<file path="src/sv/parallel_io_port_controller_core_assert.svh">
// ----------------------------------------------------------------------------
// Parallel I/O port controller: assertion macros
// Concurrent checks that are compiled out when SYNTH is defined.
// ----------------------------------------------------------------------------
`ifndef PARALLEL_IO_PORT_CONTROLLER_CORE_ASSERT_SVH
`define PARALLEL_IO_PORT_CONTROLLER_CORE_ASSERT_SVH

`ifndef SYNTH
// Property that must hold at every clock edge outside reset.
`define PIOC_ASSERT(lbl, clk, rst_n, prop, msg) \
    lbl: assert property (@(posedge clk) disable iff (!rst_n) prop) else $error(msg);
// Condition that must never be seen at a clock edge outside reset.
`define PIOC_ASSERT_NEVER(lbl, clk, rst_n, expr, msg) \
    lbl: assert property (@(posedge clk) disable iff (!rst_n) !(expr)) else $error(msg);
`else
`define PIOC_ASSERT(lbl, clk, rst_n, prop, msg)
`define PIOC_ASSERT_NEVER(lbl, clk, rst_n, expr, msg)
`endif

`endif

</file>
<file path="src/sv/pioc_pkg.sv">
// ----------------------------------------------------------------------------
// Parallel I/O port controller package
// Request codes, control byte codes, reset values and small helper functions.
// ----------------------------------------------------------------------------
package pioc_pkg;

    // Request kinds carried in the mode field.
    typedef enum logic [2:0] {
        KIND_WRITE    = 3'd0,
        KIND_READ     = 3'd1,
        KIND_PORT_IN  = 3'd2,
        KIND_INT_ACK  = 3'd3,
        KIND_RETI     = 3'd4,
        KIND_SET_IEI  = 3'd5
    } kind_t;

    // Operating modes held in bits 7..6 of the mode byte.
    typedef enum logic [1:0] {
        MODE_OUTPUT = 2'b00,
        MODE_INPUT  = 2'b01,
        MODE_BIDIR  = 2'b10,
        MODE_BIT    = 2'b11
    } port_mode_t;

    // Low nibble codes of control bytes with bit 0 set.
    localparam logic [3:0] CTRL_INT_CONTROL_TWO = 4'h3;
    localparam logic [3:0] CTRL_INT_CONTROL     = 4'h7;
    localparam logic [3:0] CTRL_MODE            = 4'hF;

    // Bit-mode match selections held in bits 6..5 of the interrupt control.
    localparam logic [1:0] MATCH_ANY_LOW  = 2'b00;
    localparam logic [1:0] MATCH_ANY_HIGH = 2'b01;
    localparam logic [1:0] MATCH_ALL_LOW  = 2'b10;

    // Reset values.
    localparam logic [7:0] PORT_MODE_RESET = 8'h40;
    localparam logic [7:0] DIR_ALL_INPUT   = 8'hFF;
    localparam logic [7:0] DIR_ALL_OUTPUT  = 8'h00;
    localparam logic [7:0] MASK_RESET      = 8'hFF;
    localparam logic [7:0] NO_VECTOR       = 8'hFF;

    // Interrupt chain outputs.
    typedef struct packed {
        logic intr;
        logic oei;
    } chain_t;

    // Pins as seen by a read: input latch where the direction bit is set.
    function automatic logic [7:0] pin_view(input logic [7:0] in_latch,
                                            input logic [7:0] out_latch,
                                            input logic [7:0] dir);
        return (in_latch & dir) | (out_latch & ~dir);
    endfunction

    // Bit-mode match on the unmasked pins; bits 6..5 of the control byte
    // select AND/OR and high/low.
    function automatic logic match_hit(input logic [7:0] ctrl,
                                       input logic [7:0] mask,
                                       input logic [7:0] pins);
        logic [7:0] m;
        logic [7:0] v;
        logic       hit;
        m = ~mask;
        v = pins & m;
        case (ctrl[6:5])
            MATCH_ANY_LOW:  hit = (v != m);
            MATCH_ANY_HIGH: hit = (v != 8'h00);
            MATCH_ALL_LOW:  hit = (v == 8'h00);
            default:        hit = (v == m);
        endcase
        return hit;
    endfunction

    // Daisy chain: channel A first; a channel in service blocks itself and B.
    function automatic chain_t chain_eval(input logic       iei,
                                          input logic [1:0] enb,
                                          input logic [1:0] req,
                                          input logic [1:0] insrv);
        chain_t c;
        c.oei  = iei && (insrv == 2'b00);
        c.intr = 1'b0;
        if (iei && !insrv[0])
        begin
            if (enb[0] && req[0])
                c.intr = 1'b1;
            else if (!insrv[1] && enb[1] && req[1])
                c.intr = 1'b1;
        end
        return c;
    endfunction

endpackage

</file>
<file path="src/sv/pioc_cmd_if.sv">
// ----------------------------------------------------------------------------
// Parallel I/O port controller request channel
// Valid/ready channel carrying one bus access or pin event.
// ----------------------------------------------------------------------------
interface pioc_cmd_if;
    logic       valid;
    logic       ready;
    logic [2:0] mode;
    logic [1:0] address;
    logic [7:0] data;
    logic [7:0] bit_mask;
    logic       iei_level;

    modport source (output valid, output mode, output address, output data,
                    output bit_mask, output iei_level, input ready);
    modport sink   (input valid, input mode, input address, input data,
                    input bit_mask, input iei_level, output ready);
endinterface

</file>
<file path="src/sv/pioc_rsp_if.sv">
// ----------------------------------------------------------------------------
// Parallel I/O port controller result channel
// Valid/ready channel carrying the outcome of one request.
// ----------------------------------------------------------------------------
interface pioc_rsp_if;
    logic       valid;
    logic       ready;
    logic [7:0] read_data;
    logic       port_out_valid;
    logic       port_out_channel;
    logic [7:0] port_out_value;
    logic       intr;
    logic       oei;

    modport source (output valid, output read_data, output port_out_valid,
                    output port_out_channel, output port_out_value,
                    output intr, output oei, input ready);
    modport sink   (input valid, input read_data, input port_out_valid,
                    input port_out_channel, input port_out_value,
                    input intr, input oei, output ready);
endinterface

</file>
<file path="src/sv/parallel_io_port_controller_core.sv">
// ----------------------------------------------------------------------------
// Parallel I/O port controller core
// Flow: a request waits in the request register, its result in the result register.
// Throughput: one request per cycle while results are taken; the request register
// and the result register form a two-stage pipeline, with state updated on the same edge.
// Reset: asynchronous; both channels return to input mode, the chain enables
// are set and no interrupt is pending.
// ----------------------------------------------------------------------------
`include "parallel_io_port_controller_core_assert.svh"

module parallel_io_port_controller_core (
    input logic        clk,
    input logic        rst_n,
    pioc_cmd_if.sink   cmd,
    pioc_rsp_if.source rsp
);

    // Request register.
    logic       cmd_valid_reg, cmd_valid_next;
    logic [2:0] mode_reg;
    logic [1:0] address_reg;
    logic [7:0] data_reg;
    logic [7:0] bit_mask_reg;
    logic       iei_level_reg;

    // Result register.
    logic       out_valid_reg, out_valid_next;
    logic [7:0] read_data_reg, read_data_next;
    logic       pov_reg, pov_next;
    logic       poc_reg, poc_next;
    logic [7:0] poval_reg, poval_next;

    // Channel state.
    logic [7:0] port_mode_reg  [2];
    logic [7:0] port_mode_next [2];
    logic [7:0] int_ctrl_reg   [2];
    logic [7:0] int_ctrl_next  [2];
    logic [7:0] int_ctrl2_reg  [2];
    logic [7:0] int_ctrl2_next [2];
    logic [7:0] dir_reg        [2];
    logic [7:0] dir_next       [2];
    logic [7:0] mask_reg       [2];
    logic [7:0] mask_next      [2];
    logic [7:0] vector_reg     [2];
    logic [7:0] vector_next    [2];
    logic [7:0] out_latch_reg  [2];
    logic [7:0] out_latch_next [2];
    logic [7:0] in_latch_reg   [2];
    logic [7:0] in_latch_next  [2];

    logic [1:0] first_reg, first_next;
    logic [1:0] setdir_reg, setdir_next;
    logic [1:0] setmask_reg, setmask_next;
    logic [1:0] enb_reg, enb_next;
    logic [1:0] req_reg, req_next;
    logic [1:0] insrv_reg, insrv_next;
    logic       iei_reg, iei_next;
    logic       intr_reg, oei_reg;

    logic             out_free;
    logic             fire;
    logic             ch;
    logic [7:0]       d;
    pioc_pkg::chain_t chain_next;

    // Handshake: the request stage moves on whenever the result slot is free.
    assign out_free  = !out_valid_reg || rsp.ready;
    assign cmd.ready = !cmd_valid_reg || out_free;
    assign fire      = cmd_valid_reg && out_free;
    assign ch        = address_reg[1];
    assign d         = data_reg;

    always_comb
    begin
        cmd_valid_next = cmd_valid_reg;
        if (cmd.valid && cmd.ready)
            cmd_valid_next = 1'b1;
        else if (fire)
            cmd_valid_next = 1'b0;

        out_valid_next = out_valid_reg;
        if (fire)
            out_valid_next = 1'b1;
        else if (rsp.ready)
            out_valid_next = 1'b0;
    end

    // Next state and result for the request held in the request register.
    always_comb
    begin
        port_mode_next = port_mode_reg;
        int_ctrl_next  = int_ctrl_reg;
        int_ctrl2_next = int_ctrl2_reg;
        dir_next       = dir_reg;
        mask_next      = mask_reg;
        vector_next    = vector_reg;
        out_latch_next = out_latch_reg;
        in_latch_next  = in_latch_reg;
        first_next     = first_reg;
        setdir_next    = setdir_reg;
        setmask_next   = setmask_reg;
        enb_next       = enb_reg;
        req_next       = req_reg;
        insrv_next     = insrv_reg;
        iei_next       = iei_reg;
        read_data_next = 8'h00;
        pov_next       = 1'b0;
        poc_next       = 1'b0;
        poval_next     = 8'h00;

        case (pioc_pkg::kind_t'(mode_reg))
            pioc_pkg::KIND_WRITE:
            begin
                if (!address_reg[0])
                begin
                    // Data write: drive the pins when the latch changes or on the channel's first write.
                    if (out_latch_reg[ch] != d || first_reg[ch])
                    begin
                        pov_next          = 1'b1;
                        poc_next          = ch;
                        poval_next        = d;
                        out_latch_next[ch] = d;
                        first_next[ch]    = 1'b0;
                    end
                    if (port_mode_reg[ch][7:6] inside {pioc_pkg::MODE_OUTPUT,
                                                       pioc_pkg::MODE_BIDIR})
                        req_next[ch] = 1'b1;
                    else if (port_mode_reg[ch][7:6] == pioc_pkg::MODE_BIT)
                        req_next[ch] = pioc_pkg::match_hit(int_ctrl_reg[ch], mask_reg[ch],
                            pioc_pkg::pin_view(in_latch_reg[ch], d, dir_reg[ch]));
                end
                else
                begin
                    // Control write: pending operand bytes come first.
                    if (setdir_reg[ch])
                    begin
                        dir_next[ch]    = d;
                        setdir_next[ch] = 1'b0;
                    end
                    else if (setmask_reg[ch])
                    begin
                        mask_next[ch]    = d;
                        setmask_next[ch] = 1'b0;
                    end
                    else if (!d[0])
                        vector_next[ch] = d;
                    else if (d[3:0] == pioc_pkg::CTRL_INT_CONTROL_TWO)
                    begin
                        enb_next[ch]       = d[7];
                        int_ctrl2_next[ch] = d;
                    end
                    else if (d[3:0] == pioc_pkg::CTRL_INT_CONTROL)
                    begin
                        if (d[4])
                        begin
                            if (port_mode_reg[ch][7:6] == pioc_pkg::MODE_BIT)
                                setmask_next[ch] = 1'b1;
                            req_next[ch] = 1'b0;
                        end
                        enb_next[ch]      = d[7];
                        int_ctrl_next[ch] = d;
                    end
                    else if (d[3:0] == pioc_pkg::CTRL_MODE)
                    begin
                        case (pioc_pkg::port_mode_t'(d[7:6]))
                            pioc_pkg::MODE_OUTPUT: dir_next[ch]    = pioc_pkg::DIR_ALL_OUTPUT;
                            pioc_pkg::MODE_INPUT:  dir_next[ch]    = pioc_pkg::DIR_ALL_INPUT;
                            pioc_pkg::MODE_BIT:    setdir_next[ch] = 1'b1;
                            default:               ;
                        endcase
                        port_mode_next[ch] = d;
                    end
                    // A channel in bit mode re-evaluates its match after any control byte.
                    if (port_mode_next[ch][7:6] == pioc_pkg::MODE_BIT)
                        req_next[ch] = pioc_pkg::match_hit(int_ctrl_next[ch], mask_next[ch],
                            pioc_pkg::pin_view(in_latch_reg[ch], out_latch_reg[ch],
                                               dir_next[ch]));
                end
            end

            pioc_pkg::KIND_READ:
            begin
                if (!address_reg[0])
                    read_data_next = pioc_pkg::pin_view(in_latch_reg[ch], out_latch_reg[ch],
                                                        dir_reg[ch]);
                else
                    read_data_next = {port_mode_reg[0][7:6], 2'b00,
                                      port_mode_reg[1][7:6], 2'b00};
            end

            pioc_pkg::KIND_PORT_IN:
            begin
                in_latch_next[ch] = (in_latch_reg[ch] & ~bit_mask_reg) | (d & bit_mask_reg);
                if (port_mode_reg[ch][7:6] inside {pioc_pkg::MODE_INPUT,
                                                   pioc_pkg::MODE_BIDIR})
                    req_next[ch] = 1'b1;
                else if (port_mode_reg[ch][7:6] == pioc_pkg::MODE_BIT)
                    req_next[ch] = pioc_pkg::match_hit(int_ctrl_reg[ch], mask_reg[ch],
                        pioc_pkg::pin_view(in_latch_next[ch], out_latch_reg[ch], dir_reg[ch]));
            end

            pioc_pkg::KIND_INT_ACK:
            begin
                // Serve the highest-priority channel that is not blocked.
                read_data_next = pioc_pkg::NO_VECTOR;
                if (intr_reg && !insrv_reg[0])
                begin
                    if (enb_reg[0] && req_reg[0])
                    begin
                        req_next[0]    = 1'b0;
                        insrv_next[0]  = 1'b1;
                        read_data_next = vector_reg[0];
                    end
                    else if (!insrv_reg[1] && enb_reg[1] && req_reg[1])
                    begin
                        req_next[1]    = 1'b0;
                        insrv_next[1]  = 1'b1;
                        read_data_next = vector_reg[1];
                    end
                end
            end

            pioc_pkg::KIND_RETI:
            begin
                if (insrv_reg[0])
                    insrv_next[0] = 1'b0;
                else if (insrv_reg[1])
                    insrv_next[1] = 1'b0;
            end

            pioc_pkg::KIND_SET_IEI:
                iei_next = iei_level_reg;

            default: ;
        endcase

        chain_next = pioc_pkg::chain_eval(iei_next, enb_next, req_next, insrv_next);
    end

    // Control registers.
    always_ff @(posedge clk or negedge rst_n)
    begin
        if (!rst_n)
        begin
            cmd_valid_reg <= 1'b0;
            out_valid_reg <= 1'b0;
        end
        else
        begin
            cmd_valid_reg <= cmd_valid_next;
            out_valid_reg <= out_valid_next;
        end
    end

    // Request and result payload.
    always_ff @(posedge clk)
    begin
        if (cmd.valid && cmd.ready)
        begin
            mode_reg      <= cmd.mode;
            address_reg   <= cmd.address;
            data_reg      <= cmd.data;
            bit_mask_reg  <= cmd.bit_mask;
            iei_level_reg <= cmd.iei_level;
        end
        if (fire)
        begin
            read_data_reg <= read_data_next;
            pov_reg       <= pov_next;
            poc_reg       <= poc_next;
            poval_reg     <= poval_next;
        end
    end

    // Channel and chain state, updated as each request completes.
    always_ff @(posedge clk or negedge rst_n)
    begin
        if (!rst_n)
        begin
            for (int i = 0; i < 2; i++)
            begin
                port_mode_reg[i] <= pioc_pkg::PORT_MODE_RESET;
                int_ctrl_reg[i]  <= 8'h00;
                int_ctrl2_reg[i] <= 8'h00;
                dir_reg[i]       <= pioc_pkg::DIR_ALL_INPUT;
                mask_reg[i]      <= pioc_pkg::MASK_RESET;
                vector_reg[i]    <= 8'h00;
                out_latch_reg[i] <= 8'h00;
                in_latch_reg[i]  <= 8'h00;
            end
            first_reg   <= 2'b11;
            setdir_reg  <= 2'b00;
            setmask_reg <= 2'b00;
            enb_reg     <= 2'b00;
            req_reg     <= 2'b00;
            insrv_reg   <= 2'b00;
            iei_reg     <= 1'b1;
            intr_reg    <= 1'b0;
            oei_reg     <= 1'b1;
        end
        else if (fire)
        begin
            port_mode_reg <= port_mode_next;
            int_ctrl_reg  <= int_ctrl_next;
            int_ctrl2_reg <= int_ctrl2_next;
            dir_reg       <= dir_next;
            mask_reg      <= mask_next;
            vector_reg    <= vector_next;
            out_latch_reg <= out_latch_next;
            in_latch_reg  <= in_latch_next;
            first_reg     <= first_next;
            setdir_reg    <= setdir_next;
            setmask_reg   <= setmask_next;
            enb_reg       <= enb_next;
            req_reg       <= req_next;
            insrv_reg     <= insrv_next;
            iei_reg       <= iei_next;
            intr_reg      <= chain_next.intr;
            oei_reg       <= chain_next.oei;
        end
    end

    // Result port; the chain lines hold while a result waits, as no request completes.
    assign rsp.valid            = out_valid_reg;
    assign rsp.read_data        = read_data_reg;
    assign rsp.port_out_valid   = pov_reg;
    assign rsp.port_out_channel = poc_reg;
    assign rsp.port_out_value   = poval_reg;
    assign rsp.intr             = intr_reg;
    assign rsp.oei              = oei_reg;

    // Assertions.
    `PIOC_ASSERT(a_intr_needs_iei, clk, rst_n, intr_reg |-> iei_reg, "intr raised without iei")
    `PIOC_ASSERT(a_oei_chain_idle, clk, rst_n, oei_reg |-> (iei_reg && insrv_reg == 2'b00),
                 "oei high while the chain is blocked")
    `PIOC_ASSERT(a_request_held, clk, rst_n, (cmd_valid_reg && !out_free) |=> cmd_valid_reg,
                 "stalled request dropped")
    `PIOC_ASSERT(a_first_sticky, clk, rst_n, !first_reg[0] |=> !first_reg[0],
                 "first-write flag of channel A set again")
    `PIOC_ASSERT_NEVER(a_port_out_idle, clk, rst_n,
                       out_valid_reg && !pov_reg && (poc_reg || poval_reg != 8'h00),
                       "pin drive fields set without a drive")

endmodule

</file>
<file path="src/flat_wrapper.sv">
// flat-port wrapper written by rule: the top's interface ports become plain ports
module parallel_io_port_controller_core_flat 
  (clk, rst_n, cmd_valid, cmd_mode, cmd_address, cmd_data, cmd_bit_mask, cmd_iei_level, cmd_ready, rsp_valid, rsp_read_data, rsp_port_out_valid, rsp_port_out_channel, rsp_port_out_value, rsp_intr, rsp_oei, rsp_ready);
  pioc_cmd_if cmd_i ();
  pioc_rsp_if rsp_i ();
  input logic clk;
  input logic rst_n;
  input wire logic [$bits(cmd_i.valid)-1:0] cmd_valid;
  input wire logic [$bits(cmd_i.mode)-1:0] cmd_mode;
  input wire logic [$bits(cmd_i.address)-1:0] cmd_address;
  input wire logic [$bits(cmd_i.data)-1:0] cmd_data;
  input wire logic [$bits(cmd_i.bit_mask)-1:0] cmd_bit_mask;
  input wire logic [$bits(cmd_i.iei_level)-1:0] cmd_iei_level;
  output wire logic [$bits(cmd_i.ready)-1:0] cmd_ready;
  output wire logic [$bits(rsp_i.valid)-1:0] rsp_valid;
  output wire logic [$bits(rsp_i.read_data)-1:0] rsp_read_data;
  output wire logic [$bits(rsp_i.port_out_valid)-1:0] rsp_port_out_valid;
  output wire logic [$bits(rsp_i.port_out_channel)-1:0] rsp_port_out_channel;
  output wire logic [$bits(rsp_i.port_out_value)-1:0] rsp_port_out_value;
  output wire logic [$bits(rsp_i.intr)-1:0] rsp_intr;
  output wire logic [$bits(rsp_i.oei)-1:0] rsp_oei;
  input wire logic [$bits(rsp_i.ready)-1:0] rsp_ready;
  assign cmd_i.valid = cmd_valid;
  assign cmd_i.mode = cmd_mode;
  assign cmd_i.address = cmd_address;
  assign cmd_i.data = cmd_data;
  assign cmd_i.bit_mask = cmd_bit_mask;
  assign cmd_i.iei_level = cmd_iei_level;
  assign cmd_ready = cmd_i.ready;
  assign rsp_valid = rsp_i.valid;
  assign rsp_read_data = rsp_i.read_data;
  assign rsp_port_out_valid = rsp_i.port_out_valid;
  assign rsp_port_out_channel = rsp_i.port_out_channel;
  assign rsp_port_out_value = rsp_i.port_out_value;
  assign rsp_intr = rsp_i.intr;
  assign rsp_oei = rsp_i.oei;
  assign rsp_i.ready = rsp_ready;
  parallel_io_port_controller_core u_core (.clk(clk), .rst_n(rst_n), .cmd(cmd_i), .rsp(rsp_i));
endmodule
</file>
<file path="config.mk">
export PLATFORM = sky130hd
export DESIGN_NAME = parallel_io_port_controller_core_flat
export DESIGN_NICKNAME = d
export VERILOG_FILES = /design/src/sv/pioc_pkg.sv /design/src/sv/pioc_cmd_if.sv /design/src/sv/pioc_rsp_if.sv /design/src/sv/parallel_io_port_controller_core.sv /design/src/flat_wrapper.sv
export VERILOG_INCLUDE_DIRS = /design/src /design/src/sv
export SDC_FILE = /design/constraint.sdc
export NUM_CORES = 1
export LEC_CHECK = 0
export BUFFER_PORTS_ARGS = -buffer_cell sky130_fd_sc_hd__buf_2
export CELL_PAD_IN_SITES_DETAIL_PLACEMENT = 0
export CELL_PAD_IN_SITES_GLOBAL_PLACEMENT = 1
export CORE_MARGIN = 4
export CORE_UTILIZATION = 53
export DETAILED_ROUTE_END_ITERATION = 8
export PLACE_DENSITY = 0.9
export RECOVER_POWER = 100
export SYNTH_ARGS = -nofsm -noshare
export SYNTH_HDL_FRONTEND = slang
export SYNTH_SLANG_ARGS = --single-unit
</file>
<file path="constraint.sdc">
create_clock -name clk -period 8.9 [get_ports clk]
set_clock_uncertainty 0.1 [all_clocks]
set_input_delay 0.89 -clock clk [delete_from_list [all_inputs] [get_ports clk]]
set_output_delay 0.89 -clock clk [all_outputs]
set_load 0.01 [all_outputs]
</file>
### Word level (Yosys, flattened, before mapping)

Cells that the tools add are included.

* bits in registers: 169
* input port bits: 26
* output and inout port bits: 22
* logic and storage cells: 313

* magnitude comparators: 4
* eq/ne operators: 29
* multiplexer cells: 154
* bitwise operators: 39
* reductions and logical operators: 53

Operators by type and width (count)
* $mux 16: 27
* $mux 8: 32
* $bwmux 16: 7
* $and 8x8->8: 11
* $mux 2: 36
* $mux 7: 6
* $not 8->8: 5
* $or 8x8->8: 5
* $mux 1: 33
* $ne 8x8->1: 4
* $pmux 16 s2: 1
* $eq 8x8->1: 3
* $logic_not 8->1: 3
* $reduce_bool 8->1: 3
* $reduce_bool 2->1: 11
* $reduce_and 9->1: 2
* $and 16x16->16: 1
* $not 16->16: 1
* $or 16x16->16: 1
* $pmux 8 s2: 1
* $logic_and 1x1->1: 13
* $eq 2x2->1 const B: 6
* $logic_not 2->1: 5
* $pmux 1 s3: 3
* 31 further kinds: 59

### Longest topological paths before layout

Gate-level depths: netlist of run 1.

* depth after elaboration: 36
* depth in mapped cells: 16
* depth with buffers taken out: 10

### Worst setup path before layout of run 1

OpenSTA, ideal clock, no wires.

* path kind: reg-to-reg
* start: register u_core.address_reg[1]
* end: register u_core.intr_reg (netlist: u_core.rsp.intr)
* setup time: 0.133 ns
* arrival time: 3.425 ns
* required time: 8.667 ns
* setup slack: 5.242 ns
* stages on the path, launching flop included: 16
* buffers on the path: 7
* clock period less this slack: 3.658 ns
* cell sequence: edfxtp_1 > buf_2 > buf_2 > buf_2 > buf_2 > buf_2 > clkbuf_1 > buf_1 > mux2_2 > ha_1 > inv_1 > a31oi_1 > o21ai_0 > nand4_1 > o21ai_0 > o211ai_1

* word-level cells in the longest chain between the ends: 36
* elaborated cells between the ends (all ways): 175
* those cells by class: order compare: 4; eq/ne: 14; mux: 116; bitwise: 25; reduce/logical: 16

Ends and longest elaborated chain
* start: declaration: line parallel_io_port_controller_core.sv:21 `logic [1:0] address_reg;`
* start signal: assignment: line parallel_io_port_controller_core.sv:261 `address_reg <= cmd.address;`
* $not 1->2
* $ge 2x2->1 (implied by the code) or $lt 2x1->1 (tied branches)
* $logic_and 1x1->1 (implied by the code)
* $mux 8 (implied by the code)
* $demux 8 s1
* $not 16->16 (no line)
* $and 16x16->16 (no line)
* $pmux 16 s2: line parallel_io_port_controller_core.sv:165 `case (pioc_pkg::port_mode_t'(d[7:6]))`
* [20 not listed]
* $bwmux 2: line parallel_io_port_controller_core.sv:175 `req_next[ch] = pioc_pkg::match_hit(int_ctrl_next[ch], mask_next[ch],`
* $mux 2: line parallel_io_port_controller_core.sv:174 `if (port_mode_next[ch][7:6] == pioc_pkg::MODE_BIT)`
* $mux 2: line parallel_io_port_controller_core.sv:114 `if (!address_reg[0])`
* $pmux 2 s3: line parallel_io_port_controller_core.sv:111 `case (pioc_pkg::kind_t'(mode_reg))`
* $logic_and 1x1->1: line pioc_pkg.sv:86 `else if (!insrv[1] && enb[1] && req[1])`
* $mux 1: line pioc_pkg.sv:86
* $mux 1 (*): line pioc_pkg.sv:84 `if (enb[0] && req[0])`
* $mux 1 (*): line pioc_pkg.sv:82 `if (iei && !insrv[0])`
* end signal: assignment: line parallel_io_port_controller_core.sv:318 `intr_reg <= chain_next.intr;`
* end: declaration: line parallel_io_port_controller_core.sv:58 `logic intr_reg, oei_reg;`

Every way passes the cells marked *; elsewhere a longest branch is shown, timed or not. The select of a mux whose other input is x is not followed.
A chain may end at the register's enable or synchronous reset.

### Worst setup path in the final report of run 1

Same ends and word-level chain as after synthesis.

==> metrics.md, run 1 <==
| Metric | Value |
|---|---|
| Status | `finished, violations left` |
| Failing checks | `capacitance limit, slew limit` |
| Pwr dens | `214 mW/mm2` |
| Via Count | `7411` |
| Top Layer Used | `met4` |
| Overall Power | `2.08 mW` |
| Post-DR wirelength/cell | `23.9 um` |
| Synthesized instance count | `884` |
| Largest net degree at the start of global routing | `68` |
| Count of synthesis-stage warnings from yosys | `0` |
| HP Class | `reg -> reg` |
| Slew Viols, Final | `208` |
| Initial Util | `54.8%` |
| DRT Pass-1 Iters | `5` |
| Clk Tree Root Cell | `clkbuf_16` |
| Worst vdd ir | `143 uV` |
| Area delta synth->final | `10.6%` |
| Metal2 WL | `12.1 mm` |
| Routed WL | `27.1 mm` |
| Buffers on Ports | `47` |
| CTS H-Tree Depth | `4` |
| Fmax | `154 MHz` |
| Post-synthesis register bit count | `~150` |
| HPWL after DPL | `19.0 mm` |
| Slew HR | `-129%` |
| Final Hold Vio Count | `0` |
| Commonest cells in the netlist | `nand2_1 (87), o21ai_0 (72), mux2i_1 (68)` |
| Clk buf depth | `2` |
| R2R depth | `12` |
| Ports | `48` |
| Required time worst endpoint | `9150 ps` |
| Placer Congestion | `0.978` |
| Mapped cell area | `0.00881 mm2` |
| Rows | `46` |
| Seq/Total Area, Yosys | `44.0%` |
| Clk pwr share | `35.3%` |
| Crit-path max FO | `67` |
| Antenna violations before repair | `0` |
| ANT cells | `0` |
| Final #Nets | `932` |
| Placed inst area | `around 0.0092 mm2` |
| Flop-to-flop setup slack | `2390 ps` |
| DRT antenna net count | `0` |
| Drc violations | `0` |
| Endpoints failing setup | `0` |
| Die H | `137 um` |
| Worst Max-Slew Pin Slew | `3440 ps` |
| Core ar. | `0.0161 mm2` |
| Setup crit start | `u_core.address_reg[1]` |
| CP Launch Type | `flop` |
| Area contributors post-synth | `dfrtp_1 (19%), edfxtp_1 (14%), dfstp_2 (11%), mux2_2 (8.3%), mux2i_1 (7.7%)` |
| DR vias/cell | `6.54` |
| Ratio of cells with drive above 1 in the final layout | `between 10% and 20%` |
| Hold-fix buffers at CTS | `0` |
| Met3 WL | `2.16 mm` |
| Post-route cell area | `around 0.01 mm2` |
| Top_reg_cell synth | `dfrtp_1` |
| Nature of the critical path endpoint | `flop` |
| GRT Resource Usage Total | `30.0%` |
| Count leader, synth | `nand2_1` |
| Synth area leader | `dfrtp_1` |
| Vias in the first global route | `roughly 7000` |
| First-pass GRT wire length | `42.0 mm` |
| Remaining global-route overflow | `0` |
| Met1 WL | `approximately 12 mm` |
| RSZ-0062 raised after global routing | `false` |
| Clk_lat worst skew | `430 ps` |
| Post-synth EDFFs | `40` |
| Setup CP Type | `reg -> reg` |
| Ys async rst share | `72.4%` |
| Top cell type's share of synthesized area | `19.0%` |
| Dpl cells | `1102` |
| DR iter-0 viols | `slightly below 800` |
| Clk sinks | `145` |
| RR Endpoint | `u_core.rsp.intr` |
| Die W | `137 um` |
| Non-Filler Instances | `1134` |
| Clk pin slew, worst setup/hold paths | `70 ps` |
| Combinational power share | `21.6%` |
| Synth cell types | `76` |
| Post-layout min period | `6510 ps` |
| Die area | `between 0.015 and 0.02 mm2` |
| Syn Nets | `roughly 910` |
| WP data arrival | `approximately 6800 ps` |
| Static Leakage | `4.06 nW` |
| Flop pwr share | `43.1%` |
| TritonCTS clock tree | `yes` |
| Switching pwr | `0.706 mW` |
| Switch share | `33.9%` |
| Max Cap Violations | `5` |
| Final worst-path cycle share | `about three quarters` |
| Post-CTS setup buffers | `0` |
| Fin Setup TNS | `0 ps` |
| Post-CTS sizing | `0` |
| Pint | `1.38 mW` |
| Total CTS buffers | `17` |
| Critical Path Sink | `u_core.rsp.intr` |
| Avg Cell Area, Syn | `around 10 um2` |
| Worst reg2reg startpoint | `u_core.address_reg[1]` |
placed cells by master, fill, tap and decap left out, types with 28 or more instances in the layout:
cell type / Yosys / layout
a21oi_1: 39 / 39
clkbuf_1: 42 / 28
dfrtp_1: 67 / 67
dfstp_2: 38 / 38
edfxtp_1: 40 / 40
mux2_2: 65 / 64
mux2i_1: 68 / 68
nand2_1: 87 / 87
nor2_1: 44 / 44
o21ai_0: 72 / 73
per-stage QoR:
| stage | utilization [%] | hold WS, ps | setup WS [ps] |
|---|---|---|---|
| final | 60.7 | 365 | 2390 |
| after global routing | 60.7 | 393 | 1990 |
| after CTS | 61.0 | 366 | 4290 |
| after detailed placement | 57.2 | 356 | 4320 |
| after global placement | 57.2 | 347 | 4400 |
| after floorplan | - | 350 | 5240 |
routing by layer:
metal | GRT usage (%) | vias to the layer above
met4 | 11.5 | 0
met1 | 42.4 | 3647
met2 | 45.3 | 349
met3 | 6.29 | 63
li1 | - | 3352
met5 | 0 | -
critical path, stage by stage (launching register included):
cell      delay (ps)
edfxtp_1         340
buf_4            510
clkbuf_1        2450
nand3b_1         760
mux2i_1          260
mux2i_1          210
a211oi_1          80
a2111o_1         310
or4_1            550
mux2_2           300
a22oi_1          180
a31oi_1          140
o211ai_1         180
how the worst min path moves through the flow:
| stage | startpoint | end | slack, ps | cells after the start |
|---|---|---|---|---|
| 6_report | u_core.rsp.oei | u_core.rsp.oei | 370 | 2 |
| 5_1_grt | u_core.rsp.oei | u_core.rsp.oei | 390 | 2 |
| 4_1_cts | u_core.rsp.oei | u_core.rsp.oei | 370 | 2 |
| 3_5_place_dp | u_core.rsp.oei | u_core.rsp.oei | 360 | 2 |
| 3_3_place_gp | u_core.rsp.oei | u_core.rsp.oei | 350 | 2 |
| 2_1_floorplan | u_core.vector_reg[9] | u_core.vector_reg[9] | 350 | 2 |
cells by family after synthesis:
group,count (synthesis),share of synthesized area (%)
AO/OA/AOI/OAI,235,17.7
AND/OR/NAND/NOR,264,15.4
adder cells (fa/ha/maj),1,0.142
multiplexers,150,18.2
buffers and inverters,80,3.59
XOR/XNOR,9,0.895
flip-flops,145,44.0
final cells by class:
type                            count  area, um2
Clock inverter                     15        191
Timing Repair Buffer               60        288
Sequential cell                   145       3880
Inverter                           22       82.6
Tap cell                          216        270
Fill cell                        1414       6320
Multi-Input combinational cell    659       4610
Clock buffer                       17        425
power groups by stage:
stage               Sequential (mW)  Combinational (mW)  Clock [mW]
detailed placement            0.904               0.441           0
floorplan                     0.855               0.322           0
CTS                           0.893               0.443       0.746
global placement              0.903               0.435           0
finish                        0.898               0.450       0.734
global route                  0.905               0.490       0.778
(Power assumes the default switching activity.)
==> run 2: changes to the inputs <==
--- a/config.mk
+++ b/config.mk
@@ -10,9 +10,9 @@
 export CELL_PAD_IN_SITES_DETAIL_PLACEMENT = 0
 export CELL_PAD_IN_SITES_GLOBAL_PLACEMENT = 1
 export CORE_MARGIN = 4
-export CORE_UTILIZATION = 53
+export CORE_UTILIZATION = 44
 export DETAILED_ROUTE_END_ITERATION = 8
-export PLACE_DENSITY = 0.9
+export PLACE_DENSITY = 0.81
 export RECOVER_POWER = 100
 export SYNTH_ARGS = -nofsm -noshare
 export SYNTH_HDL_FRONTEND = slang
==> constraint.sdc (replaced) <==
create_clock -name clk -period 5.6 [get_ports clk]
set_clock_uncertainty 0.1 [all_clocks]
set_input_delay 0.56 -clock clk [delete_from_list [all_inputs] [get_ports clk]]
set_output_delay 0.56 -clock clk [all_outputs]
set_load 0.01 [all_outputs]
==> run 2 against run 1 <==
Net effect: the flow still finishes with violations (capacitance limit, slew limit); design area rose by 0.48%; global-route usage shrank 5.0 points; die area rose by 19%; setup slack got worse by 1100 ps; flip-flop and latch count is the same; critical endpoint is now u_core.req_reg[0].
==> metrics.md, run 2 (same netlist as run 1, synthesis figures left out) <==
| Metric | Value |
|---|---|
| Initial Util | `45.0%` |
| Rows | `51` |
| First-pass GRT wire length | `42.0 mm` |
| Placer Congestion | `approximately 1.0` |
| Most frequent cells in the layout | `nand2_1 (87), o21ai_0 (73), mux2i_1 (68)` |
| Final Hold Vio Count | `0` |
| DP Worst Slack | `1560 ps` |
| Clk sinks | `between 100 and 150` |
| Die area | `0.0223 mm2` |
| Antenna violations before repair | `0` |
| CP Launch Type | `flop` |
| Status | `finished, violations left` |
| Failing checks | `capacitance limit, slew limit` |
| DR vias/cell | `6.18` |
| Overall Power | `between 3 and 4 mW` |
| Core ar. | `0.0196 mm2` |
| CTS H-Tree Depth | `4` |
| Slew HR | `-89.3%` |
| Clk pin slew, worst setup/hold paths | `~70 ps` |
| Finished Core Util | `50.0%` |
| Post-DR wirelength/cell | `approximately 23 um` |
| Buffers on Ports | `47` |
| Clk_lat worst skew | `between 400 and 500 ps` |
| RR Endpoint | `u_core.req_reg[0]` |
| GRT Resource Usage Total | `about a quarter` |
| Nature of the critical path endpoint | `flop` |
| DR iter-0 viols | `between 700 and 800` |
| Crit-path max FO | `83` |
| Clk buf depth | `2` |
| Post-CTS setup buffers | `0` |
| ANT cells | `0` |
| Slew Viols, Final | `63` |
| Final worst-path cycle share | `between 70% and 80%` |
| Vias in the first global route | `6941` |
| Hold Crit Endpoint | `u_core.d[7]` |
| Commonest non-fill, non-tap cell in the layout | `nand2_1` |
| Die H | `149 um` |
| Worst vdd ir | `189 uV` |
| Fin Setup TNS | `0 ps` |
| Flop-to-flop setup slack | `1260 ps` |
| Endpoints failing setup | `0` |
| Via Count | `between 7000 and 8000` |
| Pwr dens | `~330 mW/mm2` |
| PnR worst setup slack | `1260 ps` |
| Fmax | `230 MHz` |
| Worst Max-Slew Pin Slew | `2840 ps` |
| Required time worst endpoint | `around 5800 ps` |
| WP data arrival | `4550 ps` |
| DRT antenna net count | `0` |
| Die W | `roughly 150 um` |
| Hold path start | `cmd_data[7]` |
| Max Cap Violations | `2` |
| Hold-fix buffers at CTS | `0` |
| Routed WL | `27.4 mm` |
| Remaining global-route overflow | `0` |
| RSZ-0062 raised after global routing | `false` |
| Drc violations | `0` |
| R2R depth | `11` |
| Final #Nets | `around 940` |
| Clk Tree Root Cell | `clkbuf_16` |
| Worst hold path depth | `1` |
| Post-CTS sizing | `0` |
| HPWL after DPL | `19.5 mm` |
| Largest net degree at the start of global routing | `84` |
| HP Class | `in -> reg` |
| DRT Pass-1 Iters | `5` |
| Ratio of cells with drive above 1 in the final layout | `around 19%` |
| Worst reg2reg startpoint | `u_core.address_reg[1]` |
| Ports | `between 40 and 50` |
| Post-layout min period | `4340 ps` |
| Placed inst area | `0.00928 mm2` |
| TritonCTS clock tree | `yes` |
| Area delta synth->final | `11.1%` |
| Static Leakage | `around 4.1 nW` |
| Total CTS buffers | `17` |
| Setup CP Type | `reg -> reg` |
| Post-route cell area | `between 0.009 and 0.01 mm2` |
[run 2: routing by layer]
metal  vias to the layer above  part of all wire [%]  track usage (%)
met3                        46                   7.3             4.45
met1                      3573                    46             37.0
li1                       3360                     -                -
met2                       353                    43             36.7
met4                         0                   3.1             8.88
met5                         -                     0                0
[run 2: stage by stage]
stage	hold slack, ps	cells
floorplan	164	884
global placement	350	1154
detailed placement	359	1154
CTS	87.5	1186
global route	179	1186
finish	194	1186
[run 2: area by class of cell]
cell class                 count  area [um2]
clock buffer                  18         429
clock inverter                14         145
fill                        1827        9800
inverter                      22        82.6
multi-input combinational    659        4610
sequential                   145        3880
tap                          265         332
timing repair buffer          63         315
[run 2: report_power, final]
group | leakage [nW] | switching [mW] | internal, mW | total, mW
Combinational | 2.12 | 0.395 | 0.299 | 0.694
Sequential | 1.67 | 0.188 | 1.25 | 1.44
Clock | 0.278 | 0.502 | 0.626 | 1.13
[run 2: worst max-delay path by stage]
stage	cells past startpoint	startpoint	endpoint	slack, ps
6_report	11	u_core.address_reg[1]	u_core.req_reg[0]	1260
2_1_floorplan	15	u_core.address_reg[1]	u_core.rsp.intr	1940
4_1_cts	11	u_core.address_reg[1]	u_core.rsp.intr	1520
3_3_place_gp	11	u_core.address_reg[1]	u_core.rsp.intr	1490
5_1_grt	11	u_core.address_reg[1]	u_core.req_reg[0]	970
3_5_place_dp	11	u_core.address_reg[1]	u_core.rsp.intr	1560
[run 2: critical path, cell delays in order (launching register included)]
cell,delay (ps)
edfxtp_1,630
buf_12,380
inv_1,550
a211oi_1,440
nor4_1,130
a2111oi_0,480
a211oi_1,130
or4_1,500
o21ai_0,330
nand4_1,150
o21ai_0,190
o21ai_1,80
==> run 3: changes to the inputs <==
==> constraint.sdc (replaced) <==
create_clock -name clk -period 3.9 [get_ports clk]
set_clock_uncertainty 0.1 [all_clocks]
set_input_delay 0.39 -clock clk [delete_from_list [all_inputs] [get_ports clk]]
set_output_delay 0.39 -clock clk [all_outputs]
set_load 0.01 [all_outputs]
==> run 3 against run 2 <==
Net effect: the run still ends with capacitance limit, slew limit left; wire length is 2.8% higher; flip-flop and latch count stayed put; first-iteration DRC count is 5.0% higher; critical endpoint is now u_core.rsp.intr.
==> metrics.md, run 3 (same netlist as run 1, synthesis figures left out) <==
| Metric | Value |
|---|---|
| DRT Pass-1 Iters | `5` |
| Final Hold Vio Count | `0` |
| PnR worst setup slack | `around 170 ps` |
| Crit path cell chain | `nand4_1, buf_4, o311ai_0, a22o_1, a211oi_1, a2111o_1, or4_1, mux2_2, a22oi_1, a31oi_1, o211ai_1` |
| Commonest non-fill, non-tap cell in the layout | `nand2_1` |
| RSZ-0062 raised after global routing | `false` |
| Drc violations | `0` |
| Slew HR | `-95.1%` |
| Worst hold path depth | `1` |
| R2R depth | `11` |
| CP Launch Type | `flop` |
| Required time worst endpoint | `4160 ps` |
| DP Worst Slack | `123 ps` |
| Fin Setup TNS | `0 ps` |
| Setup CP Type | `reg -> reg` |
| Fmax | `268 MHz` |
| HP Class | `in -> reg` |
| Clk pin slew, worst setup/hold paths | `70 ps` |
| Largest net degree at the start of global routing | `56` |
| Non-Filler Instances | `1223` |
| Failing checks | `capacitance limit, slew limit` |
| Clk Tree Root Cell | `clkbuf_16` |
| Antenna violations before repair | `0` |
| Die area | `0.0223 mm2` |
| Worst path buffer plus inverter count | `1` |
| DR iter-0 viols | `754` |
| CP max-delay cell | `edfxtp_1` |
| Max Cap Violations | `2` |
| Worst Max-Slew Pin Slew | `between 2000 and 3000 ps` |
| Final #Nets | `972` |
| Routed WL | `28.1 mm` |
| Post-DR wirelength/cell | `23.0 um` |
| Pwr dens | `487 mW/mm2` |
| Via Count | `7394` |
| Critical path's top delay family | `compound AO/OA/AOI/OAI gates` |
| Initial Util | `~45%` |
| Die H | `149 um` |
| Crit-path max cell delay | `between 600 and 700 ps` |
| CTS H-Tree Depth | `4` |
| TritonCTS clock tree | `yes` |
| Crit-path max FO | `21` |
| Area delta synth->final | `15.2%` |
| Endpoints failing setup | `0` |
| CP Depth | `11` |
| Status | `finished, violations left` |
| Total CTS buffers | `17` |
| Rows | `51` |
| First-pass GRT wire length | `43.5 mm` |
| Buffers on Ports | `47` |
| Vias in the first global route | `7105` |
| HPWL after DPL | `between 20 and 25 mm` |
| DR vias/cell | `6.05` |
| Clk_lat worst skew | `440 ps` |
| GRT Resource Usage Total | `around 26%` |
| Post-layout min period | `about 3700 ps` |
| Dpl cells | `1190` |
| Most frequent cells in the layout | `nand2_1 (87), o21ai_0 (72), mux2i_1 (68)` |
| ANT cells | `0` |
| Ratio of cells with drive above 1 in the final layout | `21.8%` |
| Clk sinks | `145` |
| Clk buf depth | `2` |
| Placer Congestion | `0.977` |
| Remaining global-route overflow | `0` |
| DRT antenna net count | `0` |
| Static Leakage | `approximately 4.3 nW` |
| Core ar. | `roughly 0.02 mm2` |
| WP data arrival | `around 4000 ps` |
| Nature of the critical path endpoint | `flop` |
| Worst vdd ir | `between 200 and 300 uV` |
| Final worst-path cycle share | `a little over nine tenths` |
| Ports | `48` |
| Slew Viols, Final | `71` |
| Die W | `149 um` |
[run 3: cell types whose count changed in the layout (fill, tap and decap cells not counted), sizes merged]
cell         delta
inv             +2
bufinv          +2
buf            +35
dlygate4sd3     +1
clkinvlp        -2
clkinv          -1
[run 3: routing by layer]
metal,routed length [um],track usage [%],share of wire (%),vias up
li1,-,-,-,3434
met1,12800,37.4,46,3590
met2,12200,37.5,43,320
met3,2160,6.12,7.7,50
met4,926,10.1,3.3,0
met5,0,1.36,0,-
[run 3: final timing paths]
check / from / end / slack (ps)
max in group asynchronous: rst_n / u_core.out_latch_reg[3] / 680
hold reg to reg: u_core.rsp.oei / u_core.rsp.oei / 360
setup reg to reg: u_core.d[2] / u_core.rsp.intr / 170
hold / removal: cmd_bit_mask[5] / u_core.bit_mask_reg[5] / 20
setup / recovery: u_core.d[2] / u_core.rsp.intr / 170
min in group asynchronous: rst_n / u_core.in_latch_reg[2] / 1350
[run 3: per-stage QoR]
step / power (mW) / area (um2) / utilization (%) / hold WS [ps]
finish: 4.94 / 10100 / 51.8 / 15.8
global route: 5.13 / 10100 / 51.8 / 7.37
CTS: 4.92 / 10200 / 52.1 / 5.73
detailed placement: 3.12 / 9560 / 48.8 / 353
global placement: 3.12 / 9560 / 48.8 / 349
floorplan: 2.69 / 8810 / - / -5.59
[run 3: what timing repair did]
action                                 4_1_cts  5_1_grt
buffers inserted                             0        0
resized for setup                            0        2
endpoints found under the hold margin       34        0
setup endpoints to repair                    0        2
hold buffers                                 1        0
[run 3: cell type report]
cell class                 count  area [um2]
multi-input combinational    659        4610
clock inverter                15         211
fill                        1804        9450
timing repair buffer         100         601
clock buffer                  17         425
inverter                      22        82.6
tap                          265         332
sequential                   145        3880
[run 3: power by group]
part / internal, mW / switching, mW / leakage [nW]
sequential: 1.79 / 0.257 / 1.67
clock: 1.04 / 0.762 / 0.315
combinational: 0.469 / 0.617 / 2.29
